File: src/rtl/cdr_pkg.sv
// ----------------------------------------------------------------------------
// cdr_pkg
// Shared types and constants for the character display delta refresh unit.
// ----------------------------------------------------------------------------
package cdr_pkg;

   localparam int COLUMNS_DEF = 16;
   localparam int ROWS_DEF    = 2;

   localparam logic [7:0] SPACE_CHAR = 8'h20;

   // command kinds on the result channel
   localparam logic CMD_POSITION = 1'b0;
   localparam logic CMD_CHAR     = 1'b1;

   typedef enum logic [2:0] {
      OP_PRINT      = 3'd0,
      OP_GOTO       = 3'd1,
      OP_CLEAR      = 3'd2,
      OP_UPDATE     = 3'd3,
      OP_UPDATE_ALL = 3'd4
   } opcode_type;

   typedef enum logic [1:0] {
      S_IDLE,
      S_CMP,
      S_CHR,
      S_CURSOR
   } seq_state_type;

   // sequencer to top: store strobes and status
   typedef struct packed {
      logic busy;
      logic rd_en;
      logic shown_wr;
   } scan_ctrl_type;

endpackage

File: src/rtl/cdr_if.sv
// ----------------------------------------------------------------------------
// cdr_if
// Valid/ready channels for requests and display commands.
// ----------------------------------------------------------------------------
interface cdr_req_if;
   logic       valid;
   logic       ready;
   logic [2:0] opcode;
   logic [7:0] char_code;
   logic [7:0] target_col;
   logic [7:0] target_row;

   modport source (output valid, opcode, char_code, target_col, target_row, input ready);
   modport sink   (input valid, opcode, char_code, target_col, target_row, output ready);
endinterface

interface cdr_rsp_if;
   logic       valid;
   logic       ready;
   logic       command_kind;
   logic [3:0] out_col;
   logic       out_row;
   logic [7:0] out_char;
   logic       cursor_off_screen;
   logic       last_command;

   modport source (output valid, command_kind, out_col, out_row, out_char,
                   cursor_off_screen, last_command, input ready);
   modport sink   (input valid, command_kind, out_col, out_row, out_char,
                   cursor_off_screen, last_command, output ready);
endinterface

File: src/rtl/char_display_delta_refresh_unit.sv
// ----------------------------------------------------------------------------
// char_display_delta_refresh_unit
// Double-buffered character display engine with delta refresh.
// ----------------------------------------------------------------------------
// Requests arrive on req_chan (valid/ready); display commands leave on
// rsp_chan (valid/ready), one command per transfer.
// Print, goto, clear and unknown opcodes produce no command; ready stays
// high, so the next request can follow at once.
// An update walks the cells in order through one comparator, one cell per
// cycle unless a command is held up; each position command, i.e. each run
// of changed cells, goes out ahead of the character of its first cell and
// holds the walk on that cell; at most half a row (rounded up) per row.
// Update-all sends one position command per row. Ready is low for the
// whole walk.
// Commands sit in one output register; a stalled receiver holds the walk on
// a cell that needs a command, and a print, goto or clear is still taken
// while the final command waits.
// Reset (synchronous) sets both stores to spaces at once through per-cell
// valid bits, homes the cursor and marks it valid; no clearing pass.
// ----------------------------------------------------------------------------
module char_display_delta_refresh_unit #(
   parameter int COLUMNS = cdr_pkg::COLUMNS_DEF,
   parameter int ROWS    = cdr_pkg::ROWS_DEF
) (
   input logic       clock,
   input logic       reset,
   cdr_req_if.sink   req_chan,
   cdr_rsp_if.source rsp_chan
);
   import cdr_pkg::*;

   localparam int CELLS  = COLUMNS * ROWS;
   localparam int CELL_W = (CELLS > 1) ? $clog2(CELLS) : 1;
   localparam int COL_W  = (COLUMNS > 1) ? $clog2(COLUMNS) : 1;
   localparam int ROW_W  = (ROWS > 1) ? $clog2(ROWS) : 1;

   // write cursor, kept both as col/row and as a flat cell index
   logic [COL_W-1:0]  cur_col_ff, cur_col_in;
   logic [ROW_W-1:0]  cur_row_ff, cur_row_in;
   logic [CELL_W-1:0] cur_idx_ff, cur_idx_in;
   logic              cur_valid_ff, cur_valid_in;

   scan_ctrl_type     ctrl;
   logic [CELL_W-1:0] rd_addr, wr_addr;
   logic [7:0]        text_q, shown_q;

   logic accept, do_print, do_clear, start, all_mode, goto_bad;

   assign req_chan.ready = !ctrl.busy;
   assign accept   = req_chan.valid && req_chan.ready;
   assign do_print = accept && req_chan.opcode == OP_PRINT && cur_valid_ff;
   assign do_clear = accept && req_chan.opcode == OP_CLEAR;
   assign start    = accept &&
                     (req_chan.opcode == OP_UPDATE || req_chan.opcode == OP_UPDATE_ALL);
   assign all_mode = (req_chan.opcode == OP_UPDATE_ALL);
   assign goto_bad = (req_chan.target_col >= 8'(COLUMNS)) ||
                     (req_chan.target_row >= 8'(ROWS));

   always_ff @(posedge clock) begin
      if (reset) begin
         cur_col_ff   <= '0;
         cur_row_ff   <= '0;
         cur_idx_ff   <= '0;
         cur_valid_ff <= 1'b1;
      end else begin
         cur_col_ff   <= cur_col_in;
         cur_row_ff   <= cur_row_in;
         cur_idx_ff   <= cur_idx_in;
         cur_valid_ff <= cur_valid_in;
      end
   end

   always_comb begin
      cur_col_in   = cur_col_ff;
      cur_row_in   = cur_row_ff;
      cur_idx_in   = cur_idx_ff;
      cur_valid_in = cur_valid_ff;
      if (accept) begin
         case (req_chan.opcode)
            OP_PRINT: begin
               // no wrap: the last column drops the cursor off screen
               if (cur_valid_ff) begin
                  if (cur_col_ff == COL_W'(COLUMNS - 1)) begin
                     cur_valid_in = 1'b0;
                  end else begin
                     cur_col_in = COL_W'(cur_col_ff + 1'b1);
                     cur_idx_in = CELL_W'(cur_idx_ff + 1'b1);
                  end
               end
            end
            OP_GOTO: begin
               if (goto_bad) begin
                  cur_valid_in = 1'b0;
               end else begin
                  cur_col_in   = req_chan.target_col[COL_W-1:0];
                  cur_row_in   = req_chan.target_row[ROW_W-1:0];
                  cur_idx_in   = CELL_W'(int'(req_chan.target_row) * COLUMNS +
                                         int'(req_chan.target_col));
                  cur_valid_in = 1'b1;
               end
            end
            OP_CLEAR: begin
               cur_col_in   = '0;
               cur_row_in   = '0;
               cur_idx_in   = '0;
               cur_valid_in = 1'b1;
            end
            default: begin
               // updates leave the cursor alone; unknown opcodes are ignored
            end
         endcase
      end
   end

   cdr_store #(
      .DEPTH  (CELLS),
      .ADDR_W (CELL_W)
   ) u_text_store (
      .clock   (clock),
      .reset   (reset),
      .clear   (do_clear),
      .wr_en   (do_print),
      .wr_addr (cur_idx_ff),
      .wr_data (req_chan.char_code),
      .rd_en   (ctrl.rd_en),
      .rd_addr (rd_addr),
      .rd_data (text_q)
   );

   cdr_store #(
      .DEPTH  (CELLS),
      .ADDR_W (CELL_W)
   ) u_shown_store (
      .clock   (clock),
      .reset   (reset),
      .clear   (1'b0),
      .wr_en   (ctrl.shown_wr),
      .wr_addr (wr_addr),
      .wr_data (text_q),
      .rd_en   (ctrl.rd_en),
      .rd_addr (rd_addr),
      .rd_data (shown_q)
   );

   cdr_seq #(
      .COLUMNS (COLUMNS),
      .ROWS    (ROWS),
      .CELL_W  (CELL_W),
      .COL_W   (COL_W),
      .ROW_W   (ROW_W)
   ) u_seq (
      .clock     (clock),
      .reset     (reset),
      .start     (start),
      .all_mode  (all_mode),
      .cur_col   (cur_col_ff),
      .cur_row   (cur_row_ff),
      .cur_valid (cur_valid_ff),
      .text_q    (text_q),
      .shown_q   (shown_q),
      .ctrl      (ctrl),
      .rd_addr   (rd_addr),
      .wr_addr   (wr_addr),
      .rsp_chan  (rsp_chan)
   );

endmodule

File: src/rtl/cdr_store.sv
// ----------------------------------------------------------------------------
// cdr_store
// Character store: one write port, one registered read port, per-entry valid
// bits so that an unwritten or cleared entry reads as a space.
// ----------------------------------------------------------------------------
module cdr_store #(
   parameter int DEPTH  = 32,
   parameter int ADDR_W = 5
) (
   input  logic              clock,
   input  logic              reset,
   input  logic              clear,
   input  logic              wr_en,
   input  logic [ADDR_W-1:0] wr_addr,
   input  logic [7:0]        wr_data,
   input  logic              rd_en,
   input  logic [ADDR_W-1:0] rd_addr,
   output logic [7:0]        rd_data
);
   import cdr_pkg::*;

   logic [7:0]       mem [DEPTH];
   logic [DEPTH-1:0] valid_ff;
   logic [7:0]       rd_data_ff;

   always_ff @(posedge clock) begin
      if (wr_en) begin
         mem[wr_addr] <= wr_data;
      end
   end

   always_ff @(posedge clock) begin
      if (reset || clear) begin
         valid_ff <= '0;
      end else if (wr_en) begin
         valid_ff[wr_addr] <= 1'b1;
      end
   end

   always_ff @(posedge clock) begin
      if (rd_en) begin
         rd_data_ff <= valid_ff[rd_addr] ? mem[rd_addr] : SPACE_CHAR;
      end
   end

   assign rd_data = rd_data_ff;

endmodule

File: src/rtl/cdr_seq.sv
// ----------------------------------------------------------------------------
// cdr_seq
// Refresh sequencer: walks the cells, compares text against shown through one
// comparator and issues display commands into an output register.
// ----------------------------------------------------------------------------
module cdr_seq #(
   parameter int COLUMNS = cdr_pkg::COLUMNS_DEF,
   parameter int ROWS    = cdr_pkg::ROWS_DEF,
   parameter int CELL_W  = 5,
   parameter int COL_W   = 4,
   parameter int ROW_W   = 1
) (
   input  logic                  clock,
   input  logic                  reset,
   input  logic                  start,
   input  logic                  all_mode,
   input  logic [COL_W-1:0]      cur_col,
   input  logic [ROW_W-1:0]      cur_row,
   input  logic                  cur_valid,
   input  logic [7:0]            text_q,
   input  logic [7:0]            shown_q,
   output cdr_pkg::scan_ctrl_type ctrl,
   output logic [CELL_W-1:0]     rd_addr,
   output logic [CELL_W-1:0]     wr_addr,
   cdr_rsp_if.source             rsp_chan
);
   import cdr_pkg::*;

   localparam int CELLS = COLUMNS * ROWS;

   seq_state_type     state_ff, state_in;
   logic [CELL_W-1:0] cell_ff, cell_in;
   logic [COL_W-1:0]  col_ff, col_in;
   logic [ROW_W-1:0]  row_ff, row_in;
   logic              gap_ff, gap_in;
   logic              all_ff, all_in;

   logic              rsp_valid_ff, rsp_valid_in;
   logic              kind_ff, orow_ff;
   logic [3:0]        ocol4_ff;
   logic [7:0]        ochar_ff;
   logic              off_ff, last_ff;

   logic              slot_free, emit, advance, differs;
   logic              e_kind, e_row, e_off, e_last;
   logic [3:0]        e_col;
   logic [7:0]        e_char;
   logic [7:0]        col_wide, row_wide, ccol_wide, crow_wide;

   assign slot_free = !rsp_valid_ff || rsp_chan.ready;
   assign differs   = all_ff || (text_q != shown_q);
   assign col_wide  = 8'(col_ff);
   assign row_wide  = 8'(row_ff);
   assign ccol_wide = 8'(cur_col);
   assign crow_wide = 8'(cur_row);

   always_ff @(posedge clock) begin
      if (reset) begin
         state_ff     <= S_IDLE;
         rsp_valid_ff <= 1'b0;
      end else begin
         state_ff     <= state_in;
         rsp_valid_ff <= rsp_valid_in;
      end
   end

   always_ff @(posedge clock) begin
      cell_ff <= cell_in;
      col_ff  <= col_in;
      row_ff  <= row_in;
      gap_ff  <= gap_in;
      all_ff  <= all_in;
      if (emit) begin
         kind_ff  <= e_kind;
         ocol4_ff <= e_col;
         orow_ff  <= e_row;
         ochar_ff <= e_char;
         off_ff   <= e_off;
         last_ff  <= e_last;
      end
   end

   always_comb begin
      state_in      = state_ff;
      cell_in       = cell_ff;
      col_in        = col_ff;
      row_in        = row_ff;
      gap_in        = gap_ff;
      all_in        = all_ff;
      emit          = 1'b0;
      advance       = 1'b0;
      e_kind        = CMD_POSITION;
      e_col         = 4'd0;
      e_row         = 1'b0;
      e_char        = 8'd0;
      e_off         = 1'b0;
      e_last        = 1'b0;
      ctrl.busy     = (state_ff != S_IDLE);
      ctrl.rd_en    = 1'b0;
      ctrl.shown_wr = 1'b0;
      rd_addr       = cell_ff;

      case (state_ff)
         S_IDLE: begin
            if (start) begin
               cell_in    = '0;
               col_in     = '0;
               row_in     = '0;
               gap_in     = 1'b1;
               all_in     = all_mode;
               ctrl.rd_en = 1'b1;
               rd_addr    = '0;
               state_in   = S_CMP;
            end
         end
         S_CMP: begin
            if (!differs) begin
               gap_in  = 1'b1;
               advance = 1'b1;
            end else if (col_ff == '0 || gap_ff) begin
               if (slot_free) begin
                  emit     = 1'b1;
                  e_kind   = CMD_POSITION;
                  e_col    = col_wide[3:0];
                  e_row    = row_wide[0];
                  state_in = S_CHR;
               end
            end else if (slot_free) begin
               emit          = 1'b1;
               e_kind        = CMD_CHAR;
               e_char        = text_q;
               ctrl.shown_wr = 1'b1;
               gap_in        = 1'b0;
               advance       = 1'b1;
            end
         end
         S_CHR: begin
            if (slot_free) begin
               emit          = 1'b1;
               e_kind        = CMD_CHAR;
               e_char        = text_q;
               ctrl.shown_wr = 1'b1;
               gap_in        = 1'b0;
               advance       = 1'b1;
            end
         end
         S_CURSOR: begin
            if (slot_free) begin
               emit   = 1'b1;
               e_kind = CMD_POSITION;
               e_last = 1'b1;
               if (cur_valid) begin
                  e_col = ccol_wide[3:0];
                  e_row = crow_wide[0];
               end else begin
                  e_off = 1'b1;
               end
               state_in = S_IDLE;
            end
         end
         default: begin
            state_in = S_IDLE;
         end
      endcase

      if (advance) begin
         if (cell_ff == CELL_W'(CELLS - 1)) begin
            state_in = S_CURSOR;
         end else begin
            cell_in    = CELL_W'(cell_ff + 1'b1);
            ctrl.rd_en = 1'b1;
            rd_addr    = CELL_W'(cell_ff + 1'b1);
            state_in   = S_CMP;
            if (col_ff == COL_W'(COLUMNS - 1)) begin
               col_in = '0;
               row_in = ROW_W'(row_ff + 1'b1);
            end else begin
               col_in = COL_W'(col_ff + 1'b1);
            end
         end
      end

      if (emit) begin
         rsp_valid_in = 1'b1;
      end else if (rsp_chan.ready) begin
         rsp_valid_in = 1'b0;
      end else begin
         rsp_valid_in = rsp_valid_ff;
      end
   end

   assign wr_addr   = cell_ff;

   assign rsp_chan.valid             = rsp_valid_ff;
   assign rsp_chan.command_kind      = kind_ff;
   assign rsp_chan.out_col           = ocol4_ff;
   assign rsp_chan.out_row           = orow_ff;
   assign rsp_chan.out_char          = ochar_ff;
   assign rsp_chan.cursor_off_screen = off_ff;
   assign rsp_chan.last_command      = last_ff;

   a_cell_in_range: assert property (@(posedge clock) disable iff (reset)
      ctrl.busy |-> cell_ff <= CELL_W'(CELLS - 1))
      else $error("cell counter out of range");

   a_off_is_last: assert property (@(posedge clock) disable iff (reset)
      rsp_valid_ff && off_ff |-> last_ff)
      else $error("off-screen flag on a command that is not final");

   a_start_scans: assert property (@(posedge clock) disable iff (reset)
      state_ff == S_IDLE && start |=> state_ff == S_CMP)
      else $error("update did not start the cell walk");

   a_copy_only_changed: assert property (@(posedge clock) disable iff (reset)
      ctrl.shown_wr |-> all_ff || text_q != shown_q)
      else $error("unchanged cell sent in a delta update");

endmodule
File: src/flat_wrapper.sv
// flat-port wrapper written by rule: the top's interface ports become plain ports
module char_display_delta_refresh_unit_flat import cdr_pkg::*;
#(
   parameter int COLUMNS = cdr_pkg::COLUMNS_DEF,
   parameter int ROWS    = cdr_pkg::ROWS_DEF
)
  (clock, reset, req_chan_valid, req_chan_opcode, req_chan_char_code, req_chan_target_col, req_chan_target_row, req_chan_ready, rsp_chan_valid, rsp_chan_command_kind, rsp_chan_out_col, rsp_chan_out_row, rsp_chan_out_char, rsp_chan_cursor_off_screen, rsp_chan_last_command, rsp_chan_ready);
  cdr_req_if req_chan_i ();
  cdr_rsp_if rsp_chan_i ();
  input logic clock;
  input logic reset;
  input wire logic [$bits(req_chan_i.valid)-1:0] req_chan_valid;
  input wire logic [$bits(req_chan_i.opcode)-1:0] req_chan_opcode;
  input wire logic [$bits(req_chan_i.char_code)-1:0] req_chan_char_code;
  input wire logic [$bits(req_chan_i.target_col)-1:0] req_chan_target_col;
  input wire logic [$bits(req_chan_i.target_row)-1:0] req_chan_target_row;
  output wire logic [$bits(req_chan_i.ready)-1:0] req_chan_ready;
  output wire logic [$bits(rsp_chan_i.valid)-1:0] rsp_chan_valid;
  output wire logic [$bits(rsp_chan_i.command_kind)-1:0] rsp_chan_command_kind;
  output wire logic [$bits(rsp_chan_i.out_col)-1:0] rsp_chan_out_col;
  output wire logic [$bits(rsp_chan_i.out_row)-1:0] rsp_chan_out_row;
  output wire logic [$bits(rsp_chan_i.out_char)-1:0] rsp_chan_out_char;
  output wire logic [$bits(rsp_chan_i.cursor_off_screen)-1:0] rsp_chan_cursor_off_screen;
  output wire logic [$bits(rsp_chan_i.last_command)-1:0] rsp_chan_last_command;
  input wire logic [$bits(rsp_chan_i.ready)-1:0] rsp_chan_ready;
  assign req_chan_i.valid = req_chan_valid;
  assign req_chan_i.opcode = req_chan_opcode;
  assign req_chan_i.char_code = req_chan_char_code;
  assign req_chan_i.target_col = req_chan_target_col;
  assign req_chan_i.target_row = req_chan_target_row;
  assign req_chan_ready = req_chan_i.ready;
  assign rsp_chan_valid = rsp_chan_i.valid;
  assign rsp_chan_command_kind = rsp_chan_i.command_kind;
  assign rsp_chan_out_col = rsp_chan_i.out_col;
  assign rsp_chan_out_row = rsp_chan_i.out_row;
  assign rsp_chan_out_char = rsp_chan_i.out_char;
  assign rsp_chan_cursor_off_screen = rsp_chan_i.cursor_off_screen;
  assign rsp_chan_last_command = rsp_chan_i.last_command;
  assign rsp_chan_i.ready = rsp_chan_ready;
  char_display_delta_refresh_unit #(.COLUMNS(COLUMNS), .ROWS(ROWS)) u_core (.clock(clock), .reset(reset), .req_chan(req_chan_i), .rsp_chan(rsp_chan_i));
endmodule
File: config.mk
export PLATFORM = sky130hd
export DESIGN_NAME = char_display_delta_refresh_unit_flat
export DESIGN_NICKNAME = d
export VERILOG_FILES = /design/src/rtl/cdr_pkg.sv /design/src/rtl/cdr_if.sv /design/src/rtl/char_display_delta_refresh_unit.sv /design/src/rtl/cdr_store.sv /design/src/rtl/cdr_seq.sv /design/src/flat_wrapper.sv
export SDC_FILE = /design/constraint.sdc
export NUM_CORES = 1
export LEC_CHECK = 0
export BUFFER_PORTS_ARGS = -buffer_cell sky130_fd_sc_hd__buf_2
export CAP_MARGIN = 0
export CORE_MARGIN = 4
export CORE_UTILIZATION = 48
export CTS_CLUSTER_SIZE = 16
export DETAILED_ROUTE_END_ITERATION = 16
export PLACE_DENSITY = 0.67
export SYNTH_ARGS = -nofsm -noshare
export SYNTH_HDL_FRONTEND = slang
export SYNTH_SLANG_ARGS = --single-unit
File: constraint.sdc
create_clock -name clock -period 5.36 [get_ports clock]
set_clock_uncertainty 0.2 [all_clocks]
set_input_delay 1.072 -clock clock [delete_from_list [all_inputs] [get_ports clock]]
set_output_delay 1.072 -clock clock [all_outputs]
set_load 0.005 [all_outputs]
Yosys cells after proc, flatten, opt, wreduce, memory -nomap -nowiden --
Memories as Yosys holds them, arrays and structs flattened. A register that Yosys moved wholly into a read port is not among the register bits. Index checks and enable logic that the tools add are counted.
Word-level totals: flip-flop bits (word level) 106, memory bits (writable) 512, input bits 31, output and inout bits 18, logic and storage cells 175, memories 2
Cells by class: add/sub/neg operators 6, $lt $le $gt $ge 7, equality and inequality tests 21, muxes and demuxes 84, bitwise operators 2, reductions and logical operators 34
Memories:
- u_core.u_shown_store.mem | words 32, width 8, read ports 1, clocked after memory_dff 1, write ports 1, line cdr_store.sv:22 | logic [7:0] mem [DEPTH];
- u_core.u_text_store.mem | words 32, width 8, read ports 1, clocked after memory_dff 1, write ports 1, line cdr_store.sv:22
Operator list (number):
- $or A32 B32 Y32 | 2
- $mux W4 | 13
- $mux W1 | 38
- $mux W5 | 7
- $mux W8 | 3
- $lt A5 B6 Y1 const B | 3
- $pmux W8 S2 | 1
- $ne A3 B3 Y1 const B | 5
- $pmux W5 S3 | 1
- $mux W2 | 7
- $pmux W4 S3 | 1
- $add A5 B1 Y5 const B | 2
- $bmux W1 S5 | 2
- $demux W1 S5 | 2
- $ge A5 B1 Y1 const B | 2
- $pmux W1 S2 | 5
- $add A4 B1 Y4 const B | 2
- $eq A4 B4 Y1 const B | 2
- $ge A8 B2 Y1 const B | 1
- $ge A8 B5 Y1 const B | 1
- $ne A8 B8 Y1 | 1
- $pmux W4 S2 | 1
- $logic_and A1 B1 Y1 | 7
- $eq A3 B2 Y1 const B | 2
- 25 further kinds | 43

Depth between registers and ports, before layout --
depth in word-level cells 11, gate-level depth with buffers 18

Hierarchy --
Synthesis repeated with hierarchy kept, for this count alone.
Second synthesis, totals: cell total of the unflattened synthesis 1503, area, all modules 25738.4 um^2
By module, submodules not included:
- cdr_store | times used 2, cells an instance 625, area each 11641.2 um^2, seq. area each 8568.2 um^2
- cdr_seq | times used 1, cells an instance 156, area each 1696.6 um^2, seq. area each 800.8 um^2
- char_display_delta_refresh_unit | times used 1, cells an instance 97, area each 759.5 um^2, seq. area each 220.2 um^2

Worst setup path before layout --
No wires, ideal clock.
kind input-to-reg, start point in rsp_chan_ready, end point reg u_core.u_text_store.rd_data_ff[5] (netlist: u_core.u_text_store.rd_data[5]), read port of u_core.u_text_store.mem (data pin), data arrival time 3632 ps, path slack 1269 ps, stages on the path 12, path through nor2b_1 clkbuf_1 nor3_2 nor2_2 mux2i_4 inv_4 buf_2 a311oi_1 a211oi_1 or4_1 clkbuf_1 a211o_1
On the way: longest elaborated chain between the ends 9, elaborated cells between the ends (all ways) 10
RTL lines:
- start: declaration | line flat_wrapper.sv:25 | input wire logic [$bits(rsp_chan_i.ready)-1:0] rsp_chan_ready;
- $logic_or A1 B1 Y1 * | line cdr_seq.sv:50 | assign slot_free = !rsp_valid_ff || rsp_chan.ready;
- $mux W1 * | line cdr_seq.sv:128, cdr_seq.sv:138
- $mux W1 | line cdr_seq.sv:120 | end else if (col_ff == '0 || gap_ff) begin
- $mux W1 | line cdr_seq.sv:117 | if (!differs) begin
- $pmux W1 S2 * | line cdr_seq.sv:103 | case (state_ff)
- $mux W5 | line cdr_seq.sv:166 | if (advance) begin
- $bmux W1 S5 | line cdr_store.sv:42 | rd_data_ff <= valid_ff[rd_addr] ? mem[rd_addr] : SPACE_CHAR;
- $mux W1 (not written as such) | line cdr_store.sv:42
- $logic_not A1 Y1 (no line)
- end: declaration | line cdr_store.sv:24 | logic [7:0] rd_data_ff;
Mark *: on every way between the ends. The rest lies on a longest branch, timed or not. The select of a mux whose other input is x is not followed. A chain may end at the register's enable or synchronous reset.

Worst setup path in the final report --
start point reg u_core.u_seq.cell_ff[0] (netlist: u_core.u_seq.wr_addr[0]), end point reg u_core.u_text_store.rd_data_ff[2] (netlist: u_core.u_text_store.rd_data[2]), read port of u_core.u_text_store.mem (data pin)
On the way: longest elaborated chain between the ends 7, elaborated cells between the ends (all ways) 11
RTL lines:
- start: declaration | line cdr_seq.sv:32 | logic [CELL_W-1:0] cell_ff, cell_in;
- start signal: assignment | line cdr_seq.sv:68 | cell_ff <= cell_in;
- parallel branches: the longest is 7 deep, another holds $add A5 B1 Y5
Several ways; the timed one is not identified. The select of a mux whose other input is x is not followed.

==> impl_metrics.env <==
export IMPL_status="completed"
export IMPL_hold_buffers=0
export IMPL_ys_seq_area_frac=0.705
export IMPL_final_cell_mix="edfxtp_1 (546), nand2_1 (362), nor2_1 (179)"
export IMPL_power_frac_clock=0.307
export IMPL_async_reset_ff_frac=0
export IMPL_finalMaxSlewViolations=0
export IMPL_fin_setup_tns_ns=0
export IMPL_criticalPathCategory="flop to flop"
export IMPL_initial_core_util=0.487
export IMPL_fillCellCount=4284
export IMPL_drive_above_1_share=0.129
export IMPL_hold_worst_slack_ns=0.264
export IMPL_first_iter_violations=1889
export IMPL_rows=84
export IMPL_cts_buffers=60
export IMPL_antenna_left=0
export IMPL_synth_top_area_cell="edfxtp_1"
export IMPL_clock_sinks=634
export IMPL_post_cts_setup_buffers=0
export IMPL_power_mw=14.0
export IMPL_power_density_nw_per_um2=486
export IMPL_die_w_um=240
export IMPL_worstHoldPathType="flop to flop"
export IMPL_grt_pass1_wl_um=96400
export IMPL_synth_avg_cell_area_um2=13.3
export IMPL_netlist_instances=1938
export IMPL_synth_edf_count=546
export IMPL_htree_levels=2
export IMPL_dp_cells=2607
export IMPL_layout_min_cycle_time_ns=4.80
export IMPL_grt_max_degree=101
export IMPL_cts_root_buf="clkbuf_16"
export IMPL_combPwrFrac=0.290
export IMPL_ys_types=63
export IMPL_cts_tree="built"
export IMPL_syn_num_nets=1986
export IMPL_ys_top_cells_by_area="edfxtp_1 (64%), dfxtp_1 (6.8%), nand2_1 (5.3%), mux2i_1 (2.8%), nor2_1 (2.7%)"
export IMPL_wirelength_um=63600
export IMPL_die_area_um2=57400
export IMPL_clk_pin_slew_ns=0.06
export IMPL_met1_usage=0.312
export IMPL_nNetsFinal=2029
export IMPL_end_kind="flop"
export IMPL_port_buffers=48
export IMPL_drc=0
export IMPL_synth_top_cell_area_share=0.637
export IMPL_die_y_um=240
export IMPL_period_share=0.896
export IMPL_utilization=0.545
export IMPL_synthesis_area_um2=25700
export IMPL_io_pins=49
export IMPL_vdd_drop_max_v=0.000537
export IMPL_switching_power_mw=4.54
export IMPL_grt_overflow=0
export IMPL_core_um2=52900
export IMPL_share_seq_of_total_power=0.403
export IMPL_synth_ff_type="edfxtp_1"
export IMPL_top_usage_layer="met2"
export IMPL_gp_congestion=0.870
export IMPL_worstPathArrival_ns=4.93
export IMPL_maxCapViolCount=0
export IMPL_via_per_inst=6.04
export IMPL_clock_latency_ns=0.62
export IMPL_synth_warnings=0
export IMPL_num_vias=16400
export IMPL_hpwlAfterDp_um=37500
export IMPL_synth_seq_cells=634
export IMPL_crit_required_ns=5.48
export IMPL_grt_pass1_vias=15800
export IMPL_grt_usage=0.218
export IMPL_final_common_cell="edfxtp_1"
export IMPL_drt_pass1_iterations=5
export IMPL_max_slew_margin=0.160
export IMPL_met2_usage=0.345
export IMPL_rsz0062_at_grt="false"
export IMPL_cts_max_path_buffers=3
export IMPL_post_cts_resized=0
export IMPL_grt_antenna_before_repair=4
export IMPL_max_slew_worst_pin_slew_ns=1.26
export IMPL_p_sw_frac=0.324
export IMPL_fmax_ghz=0.208
export IMPL_hold_violations=0
export IMPL_setup_violations=0
export IMPL_area_delta_synth_final_pct=11.9
export IMPL_path_max_fanout=100
export IMPL_p_leak_nw=9.97
export IMPL_internal_power_mw=9.47
export IMPL_final_cells=2719
export IMPL_post_drt_wl_per_cell_um=23.4
export IMPL_use_met3=0.0341
export IMPL_start_kind="flop"
## power groups by stage
stage / Clock [mW] / Sequential [mW] / Combinational [mW]
floorplan: 0 / 5.77 / 2.64
global placement: 0 / 5.74 / 3.95
detailed placement: 0 / 5.74 / 4.00
CTS: 4.35 / 5.64 / 4.03
global route: 4.57 / 5.65 / 4.35
finish: 4.30 / 5.64 / 4.06
## cell usage after synthesis, types with 3 or more instances
| cell | count |
|---|---|
| nor4_1 | 20 |
| nand2b_1 | 8 |
| dfxtp_1 | 88 |
| or3b_2 | 3 |
| buf_1 | 6 |
| mux2i_1 | 71 |
| nor2_1 | 183 |
| o21ba_2 | 22 |
| nor2b_1 | 4 |
| nor3b_1 | 4 |
| a221oi_1 | 14 |
| nand3b_1 | 7 |
| a31oi_1 | 7 |
| buf_4 | 9 |
| nor3_1 | 7 |
| buf_2 | 41 |
| a32oi_1 | 57 |
| clkbuf_1 | 66 |
| and2_1 | 9 |
| edfxtp_1 | 546 |
| a311oi_1 | 54 |
| o21ai_0 | 13 |
| inv_1 | 13 |
| o22ai_1 | 14 |
| a31o_2 | 28 |
| a22o_1 | 5 |
| nand3_1 | 29 |
| ha_1 | 17 |
| a21oi_1 | 10 |
| xor2_1 | 11 |
| and3_1 | 84 |
| a22oi_1 | 9 |
| nand2_1 | 362 |
| a211oi_1 | 79 |
| a211o_1 | 3 |
## per-layer routing
metal	wire, um	share of wire
met2	29600	0.47
met5	0	0
met1	27200	0.43
met3	4740	0.074
met4	2010	0.032
## worst max-delay path, stage by stage, from the launching register on
cell      delay, ns
dfxtp_1        0.36
ha_1           0.25
and3_1         0.19
ha_1           0.22
nand2b_1       0.19
nor4_1         0.28
nand3_1        0.20
nand4_1        0.18
and2_4         0.20
buf_12         0.43
buf_4          0.68
mux2i_1        0.29
a32oi_1        0.09
a32oi_1        0.48
a211oi_1       0.16
## through the flow
stage,area [um^2],setup WS [ns]
final,28800,0.555
after global routing,28800,0.312
after CTS,28800,0.586
after detailed placement,26800,0.432
after global placement,26800,0.507
after floorplan,25700,1.27
## final timing paths
| check | to | cells after the start | from | slack, ns |
|---|---|---|---|---|
| max | u_core.u_text_store.rd_data[2] | 14 | u_core.u_seq.wr_addr[0] | 0.56 |
| min | u_core.u_text_store.valid_ff[8] | 2 | u_core.u_text_store.valid_ff[8] | 0.26 |
| min reg2reg | u_core.u_text_store.valid_ff[8] | 2 | u_core.u_text_store.valid_ff[8] | 0.26 |
| max reg2reg | u_core.u_text_store.rd_data[2] | 14 | u_core.u_seq.wr_addr[0] | 0.56 |
## state kept, by name (all words and copies together) (netlist names), 5 cells and up
signal,cells
u_core.u_shown_store.valid_ff,32
u_core.u_text_store.valid_ff,32
u_core.cur_idx_ff,5
u_core.u_text_store.rd_data,8
u_core.u_seq.rsp_chan.out_char,8
u_core.u_text_store.mem,256
u_core.u_shown_store.mem,256
u_core.u_seq.wr_addr,5
u_core.u_shown_store.rd_data,8
## cell type report
cell class | instances | area [um^2] | area share
Timing Repair Buffer | 103 | 691 | 0.0240
Antenna cell | 2 | 5.00 | 0.000174
Clock buffer | 88 | 1720 | 0.0597
Multi-Input combinational cell | 1165 | 7010 | 0.243
Clock inverter | 22 | 277 | 0.00960
Inverter | 17 | 73.8 | 0.00256
Tap cell | 688 | 861 | 0.0299
Sequential cell | 634 | 18200 | 0.631
## cell families after synthesis
| family | after synthesis | share of synthesized area |
|---|---|---|
| adder cells (fa/ha/maj) | 17 | 0.00826 |
| XOR/XNOR | 13 | 0.00442 |
| flip-flops | 634 | 0.705 |
| AO/OA/AOI/OAI | 329 | 0.104 |
| buffers and inverters | 139 | 0.0238 |
| AND/OR/NAND/NOR | 734 | 0.126 |
| multiplexers | 72 | 0.0285 |
Power figures use the tool's default switching activity.
